<file path="src/hw/rtl/clws_pkg.sv">
// Shared types, codes and helpers for the character LCD write sequencer.
package clws_pkg;

	typedef enum logic [1:0] {
		KIND_CMD    = 2'd0,
		KIND_DATA   = 2'd1,
		KIND_CURSOR = 2'd2,
		KIND_NONE   = 2'd3
	} kind_t;

	localparam int CFG_INDEX_W = 2;
	localparam int HOLD_W      = 16;

	typedef enum logic [CFG_INDEX_W-1:0] {
		CFG_FOUR_BIT = 2'd0,
		CFG_HOLD     = 2'd1,
		CFG_SPARE2   = 2'd2,
		CFG_SPARE3   = 2'd3
	} cfg_index_t;

	localparam logic              FOUR_BIT_RESET   = 1'b1;
	localparam logic [HOLD_W-1:0] HOLD_TICKS_RESET = 16'd16000;

	localparam int QUEUE_DEPTH_DEF = 4;

	localparam logic [7:0] SET_DDRAM_CMD = 8'h80;
	localparam logic [7:0] HI_NIBBLE     = 8'hF0;
	localparam logic [7:0] LO_NIBBLE     = 8'h0F;

	// Phase numbers within one write
	localparam int         PHASE_W     = 3;
	localparam logic [2:0] PH_SETUP    = 3'd0;
	localparam logic [2:0] PH_DRIVE_HI = 3'd2;
	localparam logic [2:0] PH_LAST_8   = 3'd3;
	localparam logic [2:0] PH_DRIVE_LO = 3'd5;
	localparam logic [2:0] PH_LAST_4   = 3'd6;

	// One display write, as it travels through the queue
	typedef struct packed {
		logic       rs;
		logic [7:0] data_byte;
	} wr_t;

	typedef struct packed {
		logic              nibble_mode;
		logic [HOLD_W-1:0] hold_ticks;
	} cfg_t;

	function automatic logic [7:0] cursor_cmd(input logic [1:0] row, input logic [3:0] col);
		logic [7:0] base;
		logic [7:0] addr;
		unique case (row)
			2'd0: base = 8'h00;
			2'd1: base = 8'h40;
			2'd2: base = 8'h10;
			default: base = 8'h50;
		endcase
		addr = base + {4'd0, col};
		return SET_DDRAM_CMD | {1'b0, addr[6:0]};
	endfunction

endpackage

</file>
<file path="src/hw/rtl/clws_if.sv">
// Channel interfaces: write requests, pin phases and configuration writes.
interface clws_cmd_if;
	import clws_pkg::*;
	logic       valid;
	logic       ready;
	logic [1:0] kind;
	logic [7:0] value;
	logic [1:0] row;
	logic [3:0] col;
	modport source (output valid, kind, value, row, col, input ready);
	modport sink   (input valid, kind, value, row, col, output ready);
endinterface

interface clws_pin_if;
	import clws_pkg::*;
	logic       valid;
	logic       ready;
	logic       reg_select;
	logic       enable;
	logic [7:0] bus;
	logic       last;
	modport source (output valid, reg_select, enable, bus, last, input ready);
	modport sink   (input valid, reg_select, enable, bus, last, output ready);
endinterface

interface clws_cfg_if;
	import clws_pkg::*;
	logic                   valid;
	logic                   ready;
	logic [CFG_INDEX_W-1:0] index;
	logic [HOLD_W-1:0]      data;
	modport source (output valid, index, data, input ready);
	modport sink   (input valid, index, data, output ready);
endinterface

</file>
<file path="src/hw/rtl/clws_front.sv">
// Front end: accepts write requests, drops unused kinds, forms the byte and RS.
module clws_front (
	input  logic          clk,
	input  logic          arst_n,
	clws_cmd_if.sink      cmd,
	output logic          push_valid,
	input  logic          push_ready,
	output clws_pkg::wr_t push_data
);
	import clws_pkg::*;

	logic valid_s1;
	wr_t  wr_s1;
	wr_t  wr_d;
	logic keep;

	assign cmd.ready = !valid_s1 || push_ready;

	always_comb begin
		wr_d = '0;
		keep = 1'b1;
		unique case (kind_t'(cmd.kind))
			KIND_CMD: begin
				wr_d.rs        = 1'b0;
				wr_d.data_byte = cmd.value;
			end
			KIND_DATA: begin
				wr_d.rs        = 1'b1;
				wr_d.data_byte = cmd.value;
			end
			KIND_CURSOR: begin
				wr_d.rs        = 1'b0;
				wr_d.data_byte = cursor_cmd(cmd.row, cmd.col);
			end
			default: keep = 1'b0;
		endcase
	end

	always_ff @(posedge clk or negedge arst_n) begin
		if (!arst_n) begin
			valid_s1 <= 1'b0;
		end else if (cmd.ready) begin
			valid_s1 <= cmd.valid && keep;
		end
	end

	always_ff @(posedge clk) begin
		if (cmd.ready && cmd.valid) begin
			wr_s1 <= wr_d;
		end
	end

	assign push_valid = valid_s1;
	assign push_data  = wr_s1;

endmodule

</file>
<file path="src/hw/rtl/clws_queue.sv">
// Small FIFO between the front end and the pin sequencer.
module clws_queue #(
	parameter int DEPTH = clws_pkg::QUEUE_DEPTH_DEF
) (
	input  logic          clk,
	input  logic          arst_n,
	input  logic          push_valid,
	output logic          push_ready,
	input  clws_pkg::wr_t push_data,
	output logic          pop_valid,
	input  logic          pop_ready,
	output clws_pkg::wr_t pop_data
);
	import clws_pkg::*;

	localparam int PTR_W = (DEPTH > 1) ? $clog2(DEPTH) : 1;
	localparam int CNT_W = $clog2(DEPTH + 1);
	localparam logic [PTR_W-1:0] PTR_LAST = PTR_W'(DEPTH - 1);
	localparam logic [CNT_W-1:0] CNT_FULL = CNT_W'(DEPTH);

	wr_t              mem_q [DEPTH];
	logic [PTR_W-1:0] wr_ptr_q;
	logic [PTR_W-1:0] rd_ptr_q;
	logic [CNT_W-1:0] count_q;
	logic             do_push;
	logic             do_pop;

	assign push_ready = count_q != CNT_FULL;
	assign pop_valid  = count_q != '0;
	assign pop_data   = mem_q[rd_ptr_q];
	assign do_push    = push_valid && push_ready;
	assign do_pop     = pop_valid && pop_ready;

	always_ff @(posedge clk or negedge arst_n) begin
		if (!arst_n) begin
			wr_ptr_q <= '0;
			rd_ptr_q <= '0;
			count_q  <= '0;
		end else begin
			if (do_push) begin
				wr_ptr_q <= (wr_ptr_q == PTR_LAST) ? '0 : wr_ptr_q + 1'b1;
			end
			if (do_pop) begin
				rd_ptr_q <= (rd_ptr_q == PTR_LAST) ? '0 : rd_ptr_q + 1'b1;
			end
			if (do_push && !do_pop) begin
				count_q <= count_q + 1'b1;
			end else if (do_pop && !do_push) begin
				count_q <= count_q - 1'b1;
			end
		end
	end

	always_ff @(posedge clk) begin
		if (do_push) begin
			mem_q[wr_ptr_q] <= push_data;
		end
	end

endmodule

</file>
<file path="src/hw/rtl/clws_back.sv">
// Pin sequencer: steps each write through its RS/E/bus phases with hold timing.
module clws_back (
	input  logic           clk,
	input  logic           arst_n,
	input  clws_pkg::cfg_t cfg,
	input  logic           pop_valid,
	output logic           pop_ready,
	input  clws_pkg::wr_t  pop_data,
	clws_pin_if.source     pins
);
	import clws_pkg::*;

	logic               active_q;
	wr_t                cur_q;
	logic [PHASE_W-1:0] phase_q;
	logic [7:0]         bus_hold_q;
	logic [HOLD_W-1:0]  wait_q;

	logic               out_valid_q;
	logic               rs_q;
	logic               enable_q;
	logic [7:0]         bus_q;
	logic               last_q;

	wr_t                cur;
	logic [PHASE_W-1:0] phase;
	logic               have;
	logic               out_free;
	logic               issue;
	logic               is_drive;
	logic [7:0]         drive_val;
	logic [7:0]         bus_d;
	logic               enable_d;
	logic               last_d;

	assign cur      = active_q ? cur_q : pop_data;
	assign phase    = active_q ? phase_q : PH_SETUP;
	assign have     = active_q || pop_valid;
	assign out_free = !out_valid_q || pins.ready;
	assign issue    = have && out_free && (wait_q == '0);
	assign pop_ready = issue && !active_q;

	// Drive phases load the bus; all other phases replay the held value
	always_comb begin
		is_drive  = 1'b0;
		drive_val = cur.data_byte;
		if (cfg.nibble_mode) begin
			if (phase == PH_DRIVE_HI) begin
				is_drive  = 1'b1;
				drive_val = cur.data_byte & HI_NIBBLE;
			end else if (phase == PH_DRIVE_LO) begin
				is_drive  = 1'b1;
				drive_val = (cur.data_byte & LO_NIBBLE) << 4;
			end
			last_d = phase == PH_LAST_4;
		end else begin
			is_drive = phase == PH_DRIVE_HI;
			last_d   = phase == PH_LAST_8;
		end
		bus_d = is_drive ? drive_val : bus_hold_q;
		// E is low on setup and on every phase after a drive
		enable_d = !(phase == PH_SETUP || phase == PH_LAST_8 || last_d);
	end

	always_ff @(posedge clk or negedge arst_n) begin
		if (!arst_n) begin
			active_q    <= 1'b0;
			phase_q     <= PH_SETUP;
			bus_hold_q  <= '0;
			wait_q      <= '0;
			out_valid_q <= 1'b0;
		end else begin
			if (issue) begin
				active_q    <= !last_d;
				phase_q     <= phase + 1'b1;
				bus_hold_q  <= bus_d;
				wait_q      <= (cfg.hold_ticks == '0) ? '0 : cfg.hold_ticks - 1'b1;
				out_valid_q <= 1'b1;
			end else begin
				if (wait_q != '0) begin
					wait_q <= wait_q - 1'b1;
				end
				if (pins.ready) begin
					out_valid_q <= 1'b0;
				end
			end
		end
	end

	always_ff @(posedge clk) begin
		if (issue) begin
			if (!active_q) begin
				cur_q <= pop_data;
			end
			rs_q     <= cur.rs;
			enable_q <= enable_d;
			bus_q    <= bus_d;
			last_q   <= last_d;
		end
	end

	assign pins.valid      = out_valid_q;
	assign pins.reg_select = rs_q;
	assign pins.enable     = enable_q;
	assign pins.bus        = bus_q;
	assign pins.last       = last_q;

endmodule

</file>
<file path="src/hw/rtl/char_lcd_write_sequencer.sv">
// Character LCD write sequencer: turns display writes into parallel pin phases.
//
// Channels: cmd takes one write per transaction (kind: command, data or
// cursor position with row/col). pins gives one transaction per pin phase:
// setup RS with E low, raise E, drive the bus, drop E; in four-bit mode the
// E/bus/E triple runs for the high then the low nibble (7 phases), else once
// (4 phases). last marks the final phase of a write. Kind 3 is dropped.
// cfg writes register 0 (nibble mode) or 1 (hold_ticks); it is always ready.
// The first phase of a write passes through the front-end register, the write
// queue and the sequencer's output register. Phases are spaced by the hold
// counter in the sequencer, which reloads from hold_ticks at each phase.
// A write queue lets cmd keep taking items while phases drain.
// Reset: queue empty, held bus value zero, nibble mode 1, hold_ticks 16000.
// A stalled pins receiver holds the current phase; the hold timer keeps
// running, and the next phase follows once the current one is taken and the
// timer has run out. Nothing is dropped.
module char_lcd_write_sequencer #(
	parameter int QUEUE_DEPTH = clws_pkg::QUEUE_DEPTH_DEF
) (
	input  logic       clk,
	input  logic       arst_n,
	clws_cmd_if.sink   cmd,
	clws_pin_if.source pins,
	clws_cfg_if.sink   cfg
);
	import clws_pkg::*;

	cfg_t cfg_q;
	logic push_valid;
	logic push_ready;
	wr_t  push_data;
	logic pop_valid;
	logic pop_ready;
	wr_t  pop_data;

	assign cfg.ready = 1'b1;

	always_ff @(posedge clk or negedge arst_n) begin
		if (!arst_n) begin
			cfg_q.nibble_mode <= FOUR_BIT_RESET;
			cfg_q.hold_ticks  <= HOLD_TICKS_RESET;
		end else if (cfg.valid) begin
			unique case (cfg_index_t'(cfg.index))
				CFG_FOUR_BIT: cfg_q.nibble_mode <= cfg.data[0];
				CFG_HOLD:     cfg_q.hold_ticks  <= cfg.data;
				default: ;
			endcase
		end
	end

	clws_front u_front (
		.clk        (clk),
		.arst_n     (arst_n),
		.cmd        (cmd),
		.push_valid (push_valid),
		.push_ready (push_ready),
		.push_data  (push_data)
	);

	clws_queue #(
		.DEPTH (QUEUE_DEPTH)
	) u_queue (
		.clk        (clk),
		.arst_n     (arst_n),
		.push_valid (push_valid),
		.push_ready (push_ready),
		.push_data  (push_data),
		.pop_valid  (pop_valid),
		.pop_ready  (pop_ready),
		.pop_data   (pop_data)
	);

	clws_back u_back (
		.clk       (clk),
		.arst_n    (arst_n),
		.cfg       (cfg_q),
		.pop_valid (pop_valid),
		.pop_ready (pop_ready),
		.pop_data  (pop_data),
		.pins      (pins)
	);

endmodule
</file>
<file path="src/flat_wrapper.sv">
// flat-port wrapper written by rule: the top's interface ports become plain ports
module char_lcd_write_sequencer_flat import clws_pkg::*;
#(
	parameter int QUEUE_DEPTH = clws_pkg::QUEUE_DEPTH_DEF
)
  (clk, arst_n, cmd_valid, cmd_kind, cmd_value, cmd_row, cmd_col, cmd_ready, pins_valid, pins_reg_select, pins_enable, pins_bus, pins_last, pins_ready, cfg_valid, cfg_index, cfg_data, cfg_ready);
  clws_cmd_if cmd_i ();
  clws_pin_if pins_i ();
  clws_cfg_if cfg_i ();
  input  logic clk;
  input  logic arst_n;
  input wire logic [$bits(cmd_i.valid)-1:0] cmd_valid;
  input wire logic [$bits(cmd_i.kind)-1:0] cmd_kind;
  input wire logic [$bits(cmd_i.value)-1:0] cmd_value;
  input wire logic [$bits(cmd_i.row)-1:0] cmd_row;
  input wire logic [$bits(cmd_i.col)-1:0] cmd_col;
  output wire logic [$bits(cmd_i.ready)-1:0] cmd_ready;
  output wire logic [$bits(pins_i.valid)-1:0] pins_valid;
  output wire logic [$bits(pins_i.reg_select)-1:0] pins_reg_select;
  output wire logic [$bits(pins_i.enable)-1:0] pins_enable;
  output wire logic [$bits(pins_i.bus)-1:0] pins_bus;
  output wire logic [$bits(pins_i.last)-1:0] pins_last;
  input wire logic [$bits(pins_i.ready)-1:0] pins_ready;
  input wire logic [$bits(cfg_i.valid)-1:0] cfg_valid;
  input wire logic [$bits(cfg_i.index)-1:0] cfg_index;
  input wire logic [$bits(cfg_i.data)-1:0] cfg_data;
  output wire logic [$bits(cfg_i.ready)-1:0] cfg_ready;
  assign cmd_i.valid = cmd_valid;
  assign cmd_i.kind = cmd_kind;
  assign cmd_i.value = cmd_value;
  assign cmd_i.row = cmd_row;
  assign cmd_i.col = cmd_col;
  assign cmd_ready = cmd_i.ready;
  assign pins_valid = pins_i.valid;
  assign pins_reg_select = pins_i.reg_select;
  assign pins_enable = pins_i.enable;
  assign pins_bus = pins_i.bus;
  assign pins_last = pins_i.last;
  assign pins_i.ready = pins_ready;
  assign cfg_i.valid = cfg_valid;
  assign cfg_i.index = cfg_index;
  assign cfg_i.data = cfg_data;
  assign cfg_ready = cfg_i.ready;
  char_lcd_write_sequencer #(.QUEUE_DEPTH(QUEUE_DEPTH)) u_core (.clk(clk), .arst_n(arst_n), .cmd(cmd_i), .pins(pins_i), .cfg(cfg_i));
endmodule
</file>
<file path="config.mk">
export PLATFORM = sky130hd
export DESIGN_NAME = char_lcd_write_sequencer_flat
export DESIGN_NICKNAME = d
export VERILOG_FILES = /design/src/hw/rtl/clws_pkg.sv /design/src/hw/rtl/clws_if.sv /design/src/hw/rtl/clws_front.sv /design/src/hw/rtl/clws_queue.sv /design/src/hw/rtl/clws_back.sv /design/src/hw/rtl/char_lcd_write_sequencer.sv /design/src/flat_wrapper.sv
export SDC_FILE = /design/constraint.sdc
export NUM_CORES = 1
export LEC_CHECK = 0
export BUFFER_PORTS_ARGS = -buffer_cell sky130_fd_sc_hd__clkbuf_2
export CAP_MARGIN = 5
export CORE_AREA = 3 3 100 102
export DETAILED_ROUTE_END_ITERATION = 10
export DIE_AREA = 0 0 103 105
export PLACE_DENSITY = 0.79
export SYNTH_ARGS = -nofsm -noshare
export SYNTH_HDL_FRONTEND = slang
export SYNTH_SLANG_ARGS = --single-unit
</file>
<file path="constraint.sdc">
create_clock -name clk -period 6.4 [get_ports clk]
set_input_delay 0.32 -clock clk [delete_from_list [all_inputs] [get_ports clk]]
set_output_delay 0.32 -clock clk [all_outputs]
set_load 0.05 [all_outputs]
</file>
## Word level (Yosys, flattened, before mapping)

Memory sizes are Yosys's and may differ from the RTL's.
Index checks and enable logic that the tools add are counted.

- Bits in registers: 82
- Bits in writable memories: 36
- Input port bits: 39
- Output and inout bits: 14
- Logic and storage cells: 101
- Memories kept: 1

Memories:

| name | depth | width | read ports | clocked after memory_dff | wr ports | RTL line | RTL |
|---|---|---|---|---|---|---|---|
| u_core.u_queue.mem_q | 4 | 9 | 1 | 0 | 1 | clws_queue.sv:21 | `wr_t mem_q [DEPTH];` |

- Add/subtract/negate cells: 8
- Eq/ne operators: 12
- Multiplexer cells: 25
- Bitwise logic cells: 1
- Reductions and logical operators: 36

Operators with widths:

| kind | count |
|---|---|
| $mux 16 | 3 |
| $logic_not 16->1 | 2 |
| $mux 8 | 4 |
| $sub 16x1->16 const B | 2 |
| $pmux 9 s3 | 1 |
| $pmux 7 s3 | 1 |
| $reduce_bool 16->1 | 1 |
| $logic_and 1x1->1 | 9 |
| $mux 1 | 9 |
| $mux 3 | 3 |
| $mux 9 | 1 |
| $eq 2x2->1 const B | 4 |
| $add 7x4->7 | 1 |
| $logic_not 1->1 | 7 |
| $mux 7 | 1 |
| $add 3x1->3 const B | 2 |
| $eq 2x1->1 const B | 3 |
| $eq 3x2->1 const B | 2 |
| $eq 3x3->1 const B | 2 |
| $logic_not 2->1 | 3 |
| $reduce_and 2->1 | 3 |
| $reduce_bool 2->1 | 3 |
| $logic_or 1x1->1 | 5 |
| $add 2x1->2 const B | 2 |
| 7 further kinds | 8 |

## Logic depth before layout (Yosys ltp)

Gate-level depths: netlist of the first run.

- Word-level depth: 9
- Depth in mapped cells: 12
- Mapped depth without buffers: 12

## Cells and area by module

A second synthesis of the first run with hierarchy kept.

- Cells, all modules: 404
- Area, all modules: 5571.6 sq um

Modules (own cells, without submodules):

| module | times used | cells each | area an instance (sq um) |
|---|---|---|---|
| clws_back | 1 | 256 | 2692.6 |
| clws_queue | 1 | 83 | 1736.7 |
| char_lcd_write_sequencer | 1 | 39 | 713.2 |
| clws_front | 1 | 26 | 429.2 |

## Least setup slack after synthesis of the first run

No wires, ideal clock.

- Path kind: register to register
- From: register u_core.u_back.wait_q[10]
- To: register u_core.u_queue.count_q[1]
- Arrival: 2.696 ns
- Slack: 3.579 ns
- Stages on the path, launching flop included: 10
- Path buffers: 0
- Path through: dfrtp_1 or4_4 nor4b_4 nand3b_4 nor2_2 inv_1 ha_1 inv_1 fa_1 mux2_2

- Cells in the longest elaborated chain, start to end: 7
- Elaborated cells between the ends (all ways): 9

RTL lines:

| item | RTL line | RTL |
|---|---|---|
| start: declaration | clws_back.sv:17 | `logic [HOLD_W-1:0] wait_q;` |
| start signal: assignment | clws_back.sv:77 | `wait_q <= (cfg.hold_ticks == '0) ? '0 : cfg.hold_ticks - 1'b1;` |
| start signal: assignment | clws_back.sv:81 | `wait_q <= wait_q - 1'b1;` |
| $logic_not 16->1 (*) | clws_back.sv:40 | `assign issue = have && out_free && (wait_q == '0);` |
| $logic_and 1x1->1 (*) | clws_back.sv:40 |  |
| $logic_and 1x1->1 (*) | clws_back.sv:41 | `assign pop_ready = issue && !active_q;` |
| $logic_and 1x1->1 (*) | clws_queue.sv:32 | `assign do_pop = pop_valid && pop_ready;` |
| $logic_not 1->1 | clws_queue.sv:46 | `if (do_push && !do_pop) begin` |
| $logic_and 1x1->1 | clws_queue.sv:46 |  |
| $mux 3 / $reduce_bool 2->1 (equally long branches) | - |  |
| end signal: assignment | clws_queue.sv:47 | `count_q <= count_q + 1'b1;` |
| end signal: assignment | clws_queue.sv:49 | `count_q <= count_q - 1'b1;` |
| end: declaration | clws_queue.sv:24 | `logic [CNT_W-1:0] count_q;` |

Every way passes the cells marked *; elsewhere a longest branch is shown, timed or not.
A chain may end at the register's enable or synchronous reset.

## Final worst setup path of the first run

Ends and elaborated chain as after synthesis.

==> metrics.md, run 1 <==
| Metric | Value |
|---|---|
| Status | completed |
| Row Count | 35 |
| Worst Hold Launch | cfg_data[4] |
| Main synth FF type | edfxtp_1 |
| Worst slew margin | roughly two fifths |
| Post-cts hold buffer count | 1 |
| Seq/Total Area, Yosys | about three fifths |
| Synth area leader | edfxtp_1 |
| Clock slew at reported path FFs | about 0.060 ns |
| Area grow syn2layout | 17.5% |
| Largest net degree at the start of global routing | 55 |
| Post-synth EDFFs | 64 |
| Tcrit/Tclk final | between 50% and 60% |
| Post-synth ARST share | between 40% and 50% |
| Vias/cell | 5.94 |
| Hold depth | 2 |
| Slew of the pin with the lowest slew margin | between 0.8 and 0.9 ns |
| Count leader, synth | edfxtp_1 |
| Io pins | 53 |
| Sum of negative setup slack | 0 ns |
| Die area | 0.0108 mm^2 |
| Syn Std Cell Area | approximately 0.0054 mm^2 |
| GRT Util Overall | between 20% and 30% |
| Syn nets | ~450 |
| First-pass GRT wire length | approximately 18000 um |
| DIE HEIGHT | around 110 um |
| CTS resizes | 0 |
| Number of global-route vias before repair | approximately 3500 |
| Clock Tree Buf Depth | 2 |
| Initial Utilization | roughly three fifths |
| Initial DRC Count | ~250 |
| Crit path kind | flop to flop |
| Sink Count | 118 |
| Post-synth top cells | 64 x edfxtp_1, 47 x dfrtp_1, 29 x mux2_2 |
| Reg-to-Reg End | u_core.u_queue.count_q[1] |
| DR WL/cell | approximately 18 um |
| Final clock skew | 0.00968 ns |
| Setup crit start kind | flop |
| R2R depth | 9 |
| Pwr dens | roughly 340 mW/mm^2 |
| Synthesis-stage register bit count | 118 |
| GRT Residual Overflow | 0 |
| Max-cap violations | 0 |
| Post-DRT Antenna Nets | 0 |
| Num CTS Buffers | 17 |
| Leakage | around 2.6 nW |
| Area of the core | between 0.009 and 0.01 mm^2 |
| Nets@finish | between 500 and 600 |
| Top Metal Used | met4 |
| Fin. Hold Viols | 0 |
| Met3 WL | roughly 560 um |
| Synth cell types | 58 |
| Die outline width | 103 um |
| RSZ-0062 raised after global routing | no |
| CP Capture Type | flop |
| Worst hold margin | between 0.02 and 0.025 ns |
| F_max | between 0.3 and 0.4 GHz |
| Share of post-route cells with drive strength above 1 | 29.1% |
| Initial antenna violation count | 0 |
| Cells after synthesis | between 300 and 400 |
| Reg2Reg Setup Slack | 3.17 ns |
| Clk_lat worst skew | approximately 0.52 ns |
| Crit path time final | around 3.2 ns |
| CP max FO | 14 |
| ANT cells | 0 |
| Total wire length | about 11000 um |
| Ys Warns | 0 |
| Worst Path Required | just under 7 ns |
| Filler cell count | 620 |
| H-tree depth | 4 |
| Wire length on met1 | 4800 um |
| Mean Syn Cell Area | ~14 um^2 |
| Final Max Tran Viols | 0 |
| DPL Wire Length | 7240 um |
| TritonCTS clock tree | done |
| Remaining DRCs | 0 |
| Critical Path AT | around 3.6 ns |
| Ranking of synthesized cells by area | edfxtp_1 35%, dfrtp_1 22%, mux2_2 6.0%, mux4_2 3.7%, ha_1 3.5% |
| Routability cong. | 0.872 |
| DR WL met2 | 5130 um |
| Final setup fails | 0 |
| Vias | roughly 3400 |
| I/O Buffers | 51 |
| First-pass DRT Iterations | 5 |
| Worst r2r src | u_core.u_back.wait_q[10] |
| Peak supply drop | between 0.2 and 0.3 mV |
| Tightest Hold Check Type | input port to flop |
| Post-synth top area share | 35.4% |
| Root Driver | clkbuf_8 |
| Postcts setup bufs | 0 |
| Hold EP | u_core.cfg_q[4] |
[area by class of cell]
type | count | area [um^2] | area share [%]
clock buffer | 17 | 414 | 6.49
clock inverter | 15 | 181 | 2.84
inverter | 14 | 52.6 | 0.823
multi-input combinational | 252 | 2040 | 31.9
sequential | 118 | 3280 | 51.4
tap | 111 | 139 | 2.17
timing repair buffer | 54 | 280 | 4.39
[critical path: stages (launching register included)]
cell	delay, ns
dfrtp_1	0.43
or4_4	0.59
nor4b_4	0.51
nand3b_4	0.26
nor2_2	0.26
inv_1	0.08
ha_1	0.21
inv_1	0.08
fa_1	0.42
mux2_2	0.29
[flip-flops by register name, summed over array words and instances (netlist names), 2 cells and up]
register,cells
u_core.u_front.push_data,9
u_core.u_queue.mem_q,36
u_core.u_queue.wr_ptr_q,2
u_core.u_back.bus_hold_q,8
u_core.u_back.phase_q,3
u_core.cfg_q,17
u_core.u_back.wait_q,16
u_core.u_back.cur_q,8
u_core.u_queue.count_q,3
u_core.u_queue.rd_ptr_q,2
u_core.u_back.pins.bus,8
[report_power, final]
part           internal, mW  total [mW]  switching, mW
clock                 0.571       0.949          0.378
sequential            0.909       0.983         0.0741
combinational         0.113       0.252          0.139
total                  1.59        2.18          0.591
[stage by stage]
| stage | area (um^2) | setup slack (ns) | util, % | total power [mW] | cells |
|---|---|---|---|---|---|
| after floorplan | 5430 | 3.58 | - | 1.15 | 397 |
| after detailed placement | 5780 | 3.24 | 62.9 | 1.24 | 548 |
| after global routing | 6390 | 2.98 | 69.4 | 2.27 | 581 |
| final | 6390 | 3.17 | 69.4 | 2.18 | 581 |
| after CTS | 6390 | 3.15 | 69.4 | 2.20 | 581 |
| after global placement | 5780 | 3.34 | 62.9 | 1.22 | 548 |
[metal layers]
| layer | GRT usage (%) | up-vias |
|---|---|---|
| li1 | - | 1612 |
| met1 | 29.1 | 1699 |
| met2 | 32.7 | 117 |
| met3 | 8.54 | 21 |
| met4 | 7.40 | 0 |
| met5 | 0 | - |
[worst max path at each step]
stage,slack (ns),startpoint,endpoint,depth (start not counted)
4_1_cts,3.15,u_core.u_back.wait_q[10],u_core.u_queue.count_q[1],9
3_3_place_gp,3.34,u_core.u_back.wait_q[10],u_core.u_queue.count_q[1],9
3_5_place_dp,3.24,u_core.u_back.wait_q[10],u_core.u_queue.count_q[1],9
5_1_grt,2.98,u_core.u_back.wait_q[10],u_core.u_queue.count_q[1],9
2_1_floorplan,3.58,u_core.u_back.wait_q[10],u_core.u_queue.count_q[1],9
6_report,3.17,u_core.u_back.wait_q[10],u_core.u_queue.count_q[1],9
[layout by cell type, fill, tap and decap left out, types with 7 or more instances in the layout]
cell type,n
mux4_2,9
nor4_1,8
dfrtp_1,47
a32o_1,8
ha_1,15
dfstp_2,7
inv_1,13
clkbuf_2,51
o21ai_0,15
clkbuf_16,16
a22o_1,14
xnor2_1,17
nor2_1,21
mux2_2,29
edfxtp_1,64
nand2_1,25
a21oi_1,11
[cell families after synthesis]
group / Yosys count / share of synthesized area, %
AO/OA/AOI/OAI: 69 / 9.14
XOR/XNOR: 22 / 3.55
adder cells (fa/ha/maj): 16 / 3.82
buffers and inverters: 27 / 2.12
flip-flops: 118 / 60.4
multiplexers: 41 / 10.3
other: 1 / 0.0690
AND/OR/NAND/NOR: 103 / 10.6
Power figures use the tool's default switching activity.
==> run 2, diff against run 1 <==
==> constraint.sdc (replaced) <==
create_clock -name clk -period 3.3 [get_ports clk]
set_input_delay 0.165 -clock clk [delete_from_list [all_inputs] [get_ports clk]]
set_output_delay 0.165 -clock clk [all_outputs]
set_load 0.05 [all_outputs]
==> metrics.md, run 2 (same netlist as run 1, synthesis figures left out) <==
| Metric | Value |
|---|---|
| Status | completed |
| DIE HEIGHT | around 110 um |
| Crit path kind | flop to flop |
| Remaining DRCs | 0 |
| ANT cells | 0 |
| Sum of negative setup slack | 0 ns |
| Final clock skew | between 0.01 and 0.015 ns |
| Row Count | 35 |
| TritonCTS clock tree | done |
| H-tree depth | 4 |
| Initial antenna violation count | 0 |
| Largest net degree at the start of global routing | 29 |
| Tcrit/Tclk final | ~85% |
| Total wire length | between 10000 and 15000 um |
| First-pass DRT Iterations | 4 |
| Clock Tree Buf Depth | 2 |
| Max stage delay on crit path | ~0.59 ns |
| Fin. Hold Viols | 0 |
| Postcts setup bufs | 0 |
| Max-cap violations | 0 |
| First-pass GRT wire length | around 19000 um |
| Routability cong. | between 0.8 and 0.9 |
| Final setup fails | 0 |
| Sink Count | approximately 120 |
| Critical path's slowest cell | or4_4 |
| GRT Residual Overflow | 0 |
| I/O Buffers | between 50 and 60 |
| CP max FO | 5 |
| Clk_lat worst skew | 0.52 ns |
| Largest register by flop count | u_core.u_queue.mem_q |
| CTS resizes | 0 |
| Post-DRT Antenna Nets | 0 |
| Worst slew margin | about a quarter |
| Area after DPL | between 0.005 and 0.006 mm^2 |
| CP Capture Type | flop |
| Share of post-route cells with drive strength above 1 | between 20% and 30% |
| Io pins | between 50 and 60 |
| Root Driver | clkbuf_8 |
| Clock slew at reported path FFs | about 0.06 ns |
| Pwr dens | roughly 610 mW/mm^2 |
| Vias | approximately 3600 |
| Critical Path Most Common Cell | inv_1 |
| Top delay family on crit path | simple AND/OR/NAND/NOR gates |
| Post-route cell area | 0.00673 mm^2 |
| Vias/cell | approximately 5.8 |
| Tightest Hold Check Type | input port to flop |
| Critical Path AT | around 3.2 ns |
| Most frequent cells in the layout | 64 x edfxtp_1, 51 x clkbuf_2, 47 x dfrtp_1, 36 x dlygate4sd3_1, 29 x mux2_2 |
| Initial DRC Count | 191 |
| Final Max Tran Viols | 0 |
| Leakage | roughly 2.8 nW |
| RSZ-0062 raised after global routing | no |
| Initial Utilization | 59.1% |
| Buf+Inv Stages, Crit Path | 2 |
| Area grow syn2layout | 23.8% |
| F_max | around 0.36 GHz |
| Largest register FFs | 36 |
| Worst Path Required | 3.70 ns |
| Crit path time final | about 2.8 ns |
| Biggest regs | u_core.u_queue.mem_q (36), u_core.cfg_q (17), u_core.u_back.wait_q (16) |
| Die area | roughly 0.011 mm^2 |
| Post-cts hold buffer count | 36 |
| Number of global-route vias before repair | 3784 |
| Commonest non-fill, non-tap cell in the layout | edfxtp_1 |
| Area of the core | approximately 0.0092 mm^2 |
| Peak supply drop | between 0.3 and 0.4 mV |
| Die outline width | around 100 um |
| Num CTS Buffers | 17 |
| DR WL/cell | about 19 um |
| Nets@finish | between 500 and 600 |
| Slew of the pin with the lowest slew margin | about 1.1 ns |
| Crit-path cells | or4_4 -> nor4b_4 -> nand3b_4 -> nor2_2 -> inv_1 -> ha_1 -> inv_1 -> fa_1 -> mux2_2 |
| Filler cell count | 572 |
| Setup crit start kind | flop |
| DPL Wire Length | around 7100 um |
| GRT Util Overall | between 20% and 30% |
==> run 2: stage by stage <==
| step | setup slack (ns) | hold slack (ns) | cells | util [%] | total power [mW] |
|---|---|---|---|---|---|
| after floorplan | 0.479 | -0.131 | 397 | - | 2.23 |
| after global placement | 0.576 | 0.221 | 553 | 63.3 | 2.37 |
| after detailed placement | 0.523 | 0.233 | 553 | 63.3 | 2.40 |
| after CTS | 0.505 | 0.000761 | 621 | 73.1 | 4.13 |
| after global routing | 0.394 | 0.0201 | 621 | 73.1 | 4.30 |
| final | 0.504 | 0.0200 | 621 | 73.1 | 4.12 |
==> run 2: final cells by class <==
| class | instances | area (um^2) | share of cell area (%) |
|---|---|---|---|
| clock buffer | 17 | 414 | 6.16 |
| clock inverter | 15 | 133 | 1.97 |
| inverter | 14 | 52.6 | 0.781 |
| multi-input combinational | 252 | 2040 | 30.3 |
| sequential | 118 | 3280 | 48.8 |
| tap | 111 | 139 | 2.07 |
| timing repair buffer | 94 | 668 | 9.93 |
==> run 2: power breakdown <==
group | switching [mW] | internal (mW)
sequential | 0.143 | 1.76
combinational | 0.271 | 0.250
clock | 0.740 | 0.956
==> run 2: tightest hold or removal path, stage by stage <==
cell	delay, ns
clkbuf_2	0.08
nor3b_1	0.04
mux2_2	0.21
==> run 2: per-layer routing <==
layer / routed length [um] / share of wire [%] / vias to the layer above / global-route usage, %
li1: - / - / 1696 / -
met1: 4890 / 42 / 1750 / 31.4
met2: 5720 / 49 / 136 / 36.9
met3: 668 / 5.8 / 27 / 5.81
met4: 302 / 2.6 / 0 / 8.97
met5: 0 / 0 / - / 0
==> run 2: path summary, 6_finish.rpt <==
check / start / to / slack (ns) / cells past startpoint
min in group asynchronous: arst_n / u_core.cfg_q[1] / 0.22 / 2
hold / removal: cfg_index[1] / u_core.cfg_q[16] / 0.02 / 3
hold reg to reg: u_core.u_back.phase_q[2] / u_core.u_back.phase_q[2] / 0.48 / 2
setup / recovery: u_core.u_back.wait_q[10] / u_core.u_queue.count_q[1] / 0.50 / 9
setup reg to reg: u_core.u_back.wait_q[10] / u_core.u_queue.count_q[1] / 0.50 / 9
max in group asynchronous: arst_n / u_core.cfg_q[16] / 2.22 / 3
